<file path="src/hw/rtl/sha1s_pkg.sv">
// Shared types, initial hash values and round constants of the SHA-1 stream hash engine.
package sha1s_pkg;

  typedef logic [31:0] word_t;
  typedef logic [7:0]  byte_t;
  typedef logic [2:0]  windex_t;
  typedef logic [6:0]  round_t;

  localparam int unsigned DIGEST_WORDS = 5;
  localparam windex_t     LAST_INDEX   = 3'd4;
  localparam round_t      LAST_ROUND   = 7'd79;
  localparam byte_t       PAD_BYTE     = 8'h80;

  localparam word_t IV [DIGEST_WORDS] = '{
    32'h67452301, 32'hEFCDAB89, 32'h98BADCFE, 32'h10325476, 32'hC3D2E1F0
  };

  localparam word_t K0 = 32'h5A827999;
  localparam word_t K1 = 32'h6ED9EBA1;
  localparam word_t K2 = 32'h8F1BBCDC;
  localparam word_t K3 = 32'hCA62C1D6;

  function automatic word_t round_k(input round_t t);
    word_t k;
    if (t < 7'd20) begin
      k = K0;
    end else if (t < 7'd40) begin
      k = K1;
    end else if (t < 7'd60) begin
      k = K2;
    end else begin
      k = K3;
    end
    return k;
  endfunction

endpackage

</file>
<file path="src/hw/rtl/sha1s_if.sv">
// Valid/ready channel interfaces for the message bytes and the digest words.
interface sha1s_msg_if;
  logic               valid;
  logic               ready;
  sha1s_pkg::byte_t   data_byte;
  logic               has_byte;
  logic               end_of_message;

  modport source (output valid, output data_byte, output has_byte, output end_of_message,
                  input ready);
  modport sink (input valid, input data_byte, input has_byte, input end_of_message,
                output ready);
endinterface

interface sha1s_digest_if;
  logic               valid;
  logic               ready;
  sha1s_pkg::word_t   digest_word;
  sha1s_pkg::windex_t word_index;
  logic               last_word;

  modport source (output valid, output digest_word, output word_index, output last_word,
                  input ready);
  modport sink (input valid, input digest_word, input word_index, input last_word,
                output ready);
endinterface

</file>
<file path="src/hw/rtl/sha1_stream_hash.sv">
// SHA-1 stream hash engine: byte packing, padding, round sequencer and digest output.
//
// The msg channel takes one transaction per message byte; has_byte says whether
// data_byte is valid and end_of_message closes the message, which may be empty.
// The digest channel then gives five transactions, words 0 to 4 of the digest,
// with last_word set on the fifth.
// The engine takes one byte per cycle while it is idle. Each 64th byte starts a compression:
// one round per cycle on the single shared round adder, then a fold of the
// working variables into the chaining words. The message is not ready meanwhile.
// At the end of a message the padding and length bytes go in at one per cycle while
// no compression runs, and one or two compressions take place before the first digest
// word appears. The digest words are held in the chaining registers, so a stalled
// receiver simply holds the block in its output state until all five words are
// taken; after the fifth the engine returns to its initial values.
// Reset returns the engine to the initial hash values with an empty message.
module sha1_stream_hash (
  input  logic           clk,
  input  logic           rst,
  sha1s_msg_if.sink      msg,
  sha1s_digest_if.source digest
);
  import sha1s_pkg::*;

  typedef enum logic [5:0] {
    S_IDLE  = 6'b000001,
    S_PAD   = 6'b000010,
    S_LEN   = 6'b000100,
    S_ROUND = 6'b001000,
    S_FOLD  = 6'b010000,
    S_OUT   = 6'b100000
  } state_t;

  state_t       state;
  state_t       ret;
  word_t        h [DIGEST_WORDS];
  word_t        va, vb, vc, vd, ve;
  logic [511:0] blk;
  logic [5:0]   fill;
  logic [60:0]  count;
  logic [63:0]  len;
  round_t       round;
  windex_t      idx;
  logic         pad_first;

  logic  msg_accept;
  logic  digest_accept;
  word_t f;
  word_t tmp;
  word_t wnew;
  byte_t pad_value;

  assign msg.ready            = (state == S_IDLE);
  assign digest.valid         = (state == S_OUT);
  assign digest.digest_word   = h[idx];
  assign digest.word_index    = idx;
  assign digest.last_word     = (idx == LAST_INDEX);
  assign msg_accept           = msg.valid && msg.ready;
  assign digest_accept        = digest.valid && digest.ready;

  assign pad_value = pad_first ? PAD_BYTE : 8'h00;

  always_comb begin
    word_t x;
    x    = blk[95:64] ^ blk[255:224] ^ blk[447:416] ^ blk[511:480];
    wnew = {x[30:0], x[31]};
    if (round < 7'd20) begin
      f = (vb & vc) | (~vb & vd);
    end else if (round < 7'd40) begin
      f = vb ^ vc ^ vd;
    end else if (round < 7'd60) begin
      f = (vb & vc) | (vb & vd) | (vc & vd);
    end else begin
      f = vb ^ vc ^ vd;
    end
    tmp = {va[26:0], va[31:27]} + f + ve + round_k(round) + blk[511:480];
  end

  always_ff @(posedge clk) begin
    if (rst) begin
      state     <= S_IDLE;
      ret       <= S_IDLE;
      fill      <= '0;
      count     <= '0;
      round     <= '0;
      idx       <= '0;
      pad_first <= 1'b0;
      for (int i = 0; i < DIGEST_WORDS; i++) begin
        h[i] <= IV[i];
      end
    end else begin
      case (state)
        S_IDLE: begin
          if (msg_accept) begin
            pad_first <= 1'b1;
            if (msg.has_byte) begin
              blk   <= {blk[503:0], msg.data_byte};
              fill  <= fill + 6'd1;
              count <= count + 61'd1;
            end
            if (msg.has_byte && fill == 6'd63) begin
              state <= S_ROUND;
              ret   <= msg.end_of_message ? S_PAD : S_IDLE;
              round <= '0;
              va    <= h[0];
              vb    <= h[1];
              vc    <= h[2];
              vd    <= h[3];
              ve    <= h[4];
            end else if (msg.end_of_message) begin
              state <= S_PAD;
            end
          end
        end
        S_PAD: begin
          blk       <= {blk[503:0], pad_value};
          fill      <= fill + 6'd1;
          pad_first <= 1'b0;
          if (fill == 6'd63) begin
            state <= S_ROUND;
            ret   <= S_PAD;
            round <= '0;
            va    <= h[0];
            vb    <= h[1];
            vc    <= h[2];
            vd    <= h[3];
            ve    <= h[4];
          end else if (fill == 6'd55) begin
            state <= S_LEN;
            len   <= {count, 3'b000};
          end
        end
        S_LEN: begin
          blk  <= {blk[503:0], len[63:56]};
          len  <= {len[55:0], 8'h00};
          fill <= fill + 6'd1;
          if (fill == 6'd63) begin
            state <= S_ROUND;
            ret   <= S_OUT;
            round <= '0;
            va    <= h[0];
            vb    <= h[1];
            vc    <= h[2];
            vd    <= h[3];
            ve    <= h[4];
          end
        end
        S_ROUND: begin
          va    <= tmp;
          vb    <= va;
          vc    <= {vb[1:0], vb[31:2]};
          vd    <= vc;
          ve    <= vd;
          blk   <= {blk[479:0], wnew};
          round <= round + 7'd1;
          if (round == LAST_ROUND) begin
            state <= S_FOLD;
          end
        end
        S_FOLD: begin
          h[0]  <= h[0] + va;
          h[1]  <= h[1] + vb;
          h[2]  <= h[2] + vc;
          h[3]  <= h[3] + vd;
          h[4]  <= h[4] + ve;
          idx   <= '0;
          state <= ret;
        end
        S_OUT: begin
          if (digest_accept) begin
            if (idx == LAST_INDEX) begin
              idx   <= '0;
              count <= '0;
              state <= S_IDLE;
              for (int i = 0; i < DIGEST_WORDS; i++) begin
                h[i] <= IV[i];
              end
            end else begin
              idx <= idx + 3'd1;
            end
          end
        end
        default: begin
          state <= S_IDLE;
        end
      endcase
    end
  end

endmodule

</file>
<file path="src/flat_wrapper.sv">
// flat-port wrapper written by rule: the top's interface ports become plain ports
module sha1_stream_hash_flat import sha1s_pkg::*;
  (clk, rst, msg_valid, msg_data_byte, msg_has_byte, msg_end_of_message, msg_ready, digest_valid, digest_digest_word, digest_word_index, digest_last_word, digest_ready);
  sha1s_msg_if msg_i ();
  sha1s_digest_if digest_i ();
  input  logic clk;
  input  logic rst;
  input wire logic [$bits(msg_i.valid)-1:0] msg_valid;
  input wire logic [$bits(msg_i.data_byte)-1:0] msg_data_byte;
  input wire logic [$bits(msg_i.has_byte)-1:0] msg_has_byte;
  input wire logic [$bits(msg_i.end_of_message)-1:0] msg_end_of_message;
  output wire logic [$bits(msg_i.ready)-1:0] msg_ready;
  output wire logic [$bits(digest_i.valid)-1:0] digest_valid;
  output wire logic [$bits(digest_i.digest_word)-1:0] digest_digest_word;
  output wire logic [$bits(digest_i.word_index)-1:0] digest_word_index;
  output wire logic [$bits(digest_i.last_word)-1:0] digest_last_word;
  input wire logic [$bits(digest_i.ready)-1:0] digest_ready;
  assign msg_i.valid = msg_valid;
  assign msg_i.data_byte = msg_data_byte;
  assign msg_i.has_byte = msg_has_byte;
  assign msg_i.end_of_message = msg_end_of_message;
  assign msg_ready = msg_i.ready;
  assign digest_valid = digest_i.valid;
  assign digest_digest_word = digest_i.digest_word;
  assign digest_word_index = digest_i.word_index;
  assign digest_last_word = digest_i.last_word;
  assign digest_i.ready = digest_ready;
  sha1_stream_hash u_core (.clk(clk), .rst(rst), .msg(msg_i), .digest(digest_i));
endmodule
</file>
<file path="config.mk">
export PLATFORM = sky130hd
export DESIGN_NAME = sha1_stream_hash_flat
export DESIGN_NICKNAME = d
export VERILOG_FILES = /design/src/hw/rtl/sha1s_pkg.sv /design/src/hw/rtl/sha1s_if.sv /design/src/hw/rtl/sha1_stream_hash.sv /design/src/flat_wrapper.sv
export SDC_FILE = /design/constraint.sdc
export NUM_CORES = 2
export LEC_CHECK = 0
export BUFFER_PORTS_ARGS = -buffer_cell sky130_fd_sc_hd__clkbuf_2
export CORE_UTILIZATION = 65
export CTS_BUF_LIST = sky130_fd_sc_hd__clkbuf_4 sky130_fd_sc_hd__clkbuf_8
export DETAILED_ROUTE_END_ITERATION = 8
export PLACE_DENSITY = 0.82
export RECOVER_POWER = 100
export SLEW_MARGIN = 20
export SYNTH_ARGS = -nofsm -noshare
export SYNTH_HDL_FRONTEND = slang
export SYNTH_SLANG_ARGS = --single-unit
</file>
<file path="constraint.sdc">
create_clock -name clk -period 32.9 [get_ports clk]
set_input_delay 3.29 -clock clk [delete_from_list [all_inputs] [get_ports clk]]
set_output_delay 3.29 -clock clk [all_outputs]
set_load 0.1 [all_outputs]
</file>
Yosys cells after proc, flatten, opt, wreduce, memory -nomap -nowiden
Memories as Yosys holds them, arrays and structs flattened. A register that Yosys moved wholly into a read port is not among the register bits.
Cells that the tools add are included.
{ "op_classes": {"bitwise": 24, "n_shift": 0, "mul": 0, "div": 0, "reduce_logical": 22, "mux": 88, "order_cmp": 3, "eq_ne": 23, "n_addsub": 13} }
{ "ops": {"columns": ["operator", "n"], "rows": [
  ["$pmux W512 S4", 1],
  ["$mux W512", 2],
  ["$mux W32", 30],
  ["$pmux W32 S3", 5],
  ["$add A32 B32 Y32", 9],
  ["$mux W61", 4],
  ["$xor A32 B32 Y32", 5],
  ["$and A32 B32 Y32", 4],
  ["$mux W64", 2],
  ["$pmux W64 S2", 1],
  ["$pmux W61 S2", 1],
  ["$or A32 B32 Y32", 3],
  ["$mux W6", 15],
  ["$add A61 B1 Y61 const B", 1],
  ["$pmux W6 S6", 1],
  ["$not A32 Y32", 1],
  ["$mux W31", 1],
  ["$mux W7", 3],
  ["$pmux W7 S3", 1],
  ["$eq A6 B6 Y1 const B", 3],
  ["$pmux W6 S3", 1],
  ["$reduce_and A5 Y1", 3],
  ["$lt A7 B6 Y1 const B", 2],
  ["$mux W3", 4],
  ["other kinds (32)", 70]
]} }
{ "word_totals": {"n_memories": 1, "latchBits": 0, "ff_bits": 826, "romBits": 0, "input_bits": 14, "ramBits": 160} }
{ "memory_table": {"columns": ["memory", "words", "word_bits", "rd", "rd_ports_with_merged_regs", "write_ports", "line", "rtl"], "rows": [
  ["u_core.h", 5, 32, 6, 1, 5, "sha1_stream_hash.sv:35", "word_t h [DIGEST_WORDS];"]
]} }

Depth between registers and ports, before layout
{ "logic_depth": {"depth_word": 11, "depth_mapped": 24, "ltp_nobuf": 23} }

Worst setup path after synthesis
Ideal clock, no wire load.
{ "synth_timing": {"path_type": "input to register", "from": "input port rst", "to": "register u_core.blk[0] (enable)", "setup_time_ns": 1.559, "arrival_ns": 28.200, "path_slack_ns": 3.141, "path_stages": 3, "t_required_ns": 31.341, "path_cell_list": "clkbuf_1 clkbuf_1 a21oi_1"} }
{ "synth_via": {"elab_chain_cells": 2} }
{ "synth_rtl": {"columns": ["element", "line", "rtl"], "rows": [
  ["start: declaration", "flat_wrapper.sv:7", "input logic rst;"],
  ["$not A1 Y1 (no source line)", null, null],
  ["$reduce_and A4 Y1 (no source line)", null, null],
  ["end signal: assignment", "sha1_stream_hash.sv:96", "blk <= {blk[503:0], msg.data_byte};"],
  ["end signal: assignment", "sha1_stream_hash.sv:115", "blk <= {blk[503:0], pad_value};"],
  ["end signal: assignment", "sha1_stream_hash.sv:133", "blk <= {blk[503:0], len[63:56]};"],
  ["end: declaration", "sha1_stream_hash.sv:37", "logic [511:0] blk;"]
]} }
Every way passes these cells.
A chain may end at the register's enable or synchronous reset.

Worst setup path in the final report
{ "layout_timing": {"from": "register u_core.state[0]", "to": "register u_core.blk[257] (enable)"} }
{ "layout_via": {"elab_chain_cells": 4} }
{ "layout_rtl": {"columns": ["element", "line", "rtl"], "rows": [
  ["start: declaration", "sha1_stream_hash.sv:33", "state_t state;"],
  ["start signal: assignment", "sha1_stream_hash.sv:166", "state <= ret;"],
  ["$eq A6 B1 Y1", "sha1_stream_hash.sv:52, sha1_stream_hash.sv:91", null],
  ["$logic_and A1 B1 Y1", "sha1_stream_hash.sv:57", "assign msg_accept = msg.valid && msg.ready;"],
  ["$ne A2 B2 Y1 (no source line)", null, null],
  ["$reduce_and A4 Y1 (no source line) *", null, null]
]} }
Mark *: on every way between the ends. The rest lies on a longest branch, timed or not.

==> run metrics <==
status finished, violations left; violated checks max-capacitance violations, max-slew violations; final setup fails 0; WHS Path Cells 2; layout cells sized above 1 approximately 6.8%; Initial DRC Count 5249; post-synthesis instance total 5671; Initial Util 66.1%; crit end category flip-flop; slowest stage cell, crit path clkbuf_1; TNS Setup 0 ns; clock transition at the registers of the reported paths 0.06 ns; Clock Path Buffers 3; Worst slew margin -582%; Overall Global Routing Usage 32.0%; Final Hold Fails 0; WP data required 33.01 ns; vias in the first global route 39412; GRT overflow 0; CTS Buf Count 164; Async S/R FF share, synth 0%; EDFF count, synth 893; final hold slack 0.458 ns; Buffers on Ports 51; Via density 6.03; area of the core ~0.084 sq mm; # rows ~110; slowest stage delay, CP 7.31 ns; synthesized cell area about 0.056 sq mm; Synth area leader edfxtp_1; initial antenna violation count 3; sequential element share of the synthesized area 51.4%; pwr dens 49.6 mW/mm^2; area of the multi-input gates 0.0253 sq mm; CTS tree built; cts repair resizes 0; synth cell count leaders nand2_1, edfxtp_1, nor2_1, inv_1, ha_1; Nets 6060; full die area between 0.08 and 0.09 sq mm; Worst R2R Path Depth 9; root buffer cell clkbuf_8; routed length per placed instance 19.8 um; routability cong. 0.972; Final period util 54.7%; via count 41994; hold buffers post-CTS 0; worst slack, placed 25.92 ns; Chip Height 295 um; register area between 0.02 and 0.03 sq mm; Critical Path, Cell by Cell or4_1, nor3b_1, clkbuf_1, nor3_1, clkbuf_1, a21oi_4, clkbuf_1, clkbuf_1, clkbuf_1; DRC Markers 0; Synth Register Bits 983; ys flop type edfxtp_1; worst skew pair latency 0.86 ns; Fmax achieved between 0.05 and 0.06 GHz; setup repair bufs after CTS 0; most common cell in the netlist nand2_1; CP Class reg -> reg; Tmin final around 18 ns; RSZ-0062 raised after global routing no; Area contributors post-synth edfxtp_1, nand2_1, ha_1; Slew Viols, Final approximately 2600; most used cell, CP clkbuf_1; hold crit path type reg -> reg; first-pass GRT wire length 215000 um; Max rail drop VDD 0.0000467 V; Final HPWL DP 94200 um; IO Pins 52; Pre-antenna DRT Iters 6; Least-Margin Pin Slew just over 10 ns; Arr. time, crit path 18.12 ns; clock net sink count roughly 980; total wire length 138000 um; Worst Skew roughly 0.040 ns; Critical Path Start Type flip-flop; H-tree depth 4; setup slack, reg-to-reg 14.90 ns; Synthesized Nets 6034; leakage ~24 nW; Mean Syn Cell Area 9.81 sq um; worst setup margin 14.90 ns; fin util 71.0%; Die W 295 um; Ys Warns 0; fill cell count 6092; crit-path max FO just under 200; Synth top area share 48.2%; Final ANT Viol Nets 0; P&R area growth vs syn 7.48%; largest net degree at the start of global routing 200; Max-Cap Viols 33; Synth cell types 103
[where the power goes]
part	switching (mW)	internal (mW)	leakage (nW)
registers	0.0586	1.49	8.54
clock network	0.513	0.570	1.71
logic	0.217	0.118	13.6
total	0.788	2.18	23.8
[cell type report]
class / count / area share, %
sequential: 983 / 47.8
clock inverter: 67 / 0.646
clock buffer: 230 / 4.77
multi-input combinational: 4225 / 42.3
antenna: 2 / 0.00837
inverter: 235 / 1.47
timing repair buffer: 88 / 0.604
tap: 1134 / 2.37
[layout by cell type, fill, tap and decap left out, types with 100 or more instances in the layout]
master,instances
ha_1,225
clkbuf_8,180
xor2_1,100
nor2_1,255
inv_1,233
nand2_1,2137
a21oi_1,145
o21ai_0,224
xnor2_1,167
fa_1,124
edfxtp_1,893
[critical path, delay by kind of cell (launching register included)]
kind                   cells  cell delay, ns
AO/OA/AOI/OAI              1            0.20
buffers and inverters      5           15.61
flip-flops                 1            0.37
AND/OR/NAND/NOR            3            0.84
[layer usage]
metal	vias to the layer above	part of all wire, %	GRT usage [%]
li1	19473	-	-
met1	20255	41	45.5
met2	1978	45	48.7
met3	288	10	6.36
met4	0	3.2	11.9
met5	-	0	0
[through the flow]
step | std cells | instance area (sq um) | total power, mW
floorplan | 5671 | 55700 | 1.89
global placement | 6664 | 56800 | 1.88
detailed placement | 6664 | 56800 | 1.89
CTS | 6961 | 60100 | 2.97
global route | 6964 | 59800 | 3.08
finish | 6964 | 59800 | 2.97
[final timing paths]
check / to / start
worst max-delay path: u_core.blk[257] / u_core.state[0]
worst min-delay path: u_core.state[5] / u_core.ret[5]
worst max register to register: u_core.blk[257] / u_core.state[0]
worst min register to register: u_core.state[5] / u_core.ret[5]
[flip-flops by register name, summed over array words and instances, names as in the netlist, named ones only]
signal / count
u_core.va: 32
u_core.pad_first: 1
u_core.vc: 32
u_core.h: 160
u_core.ret: 3
u_core.round: 7
u_core.count: 61
u_core.blk: 512
u_core.vb: 32
u_core.state: 6
u_core.digest.word_index: 3
u_core.len: 61
u_core.fill: 6
u_core.vd: 32
u_core.ve: 32
[cell families after synthesis]
family / after synthesis / share of synthesized area, %
mux: 78 / 2.19
xor+xnor: 268 / 4.23
fa+ha+maj: 349 / 9.52
compound gates: 733 / 8.63
simple gates: 2797 / 20.9
buf+inv: 463 / 3.15
flops: 983 / 51.4
(Power assumes the default switching activity.)
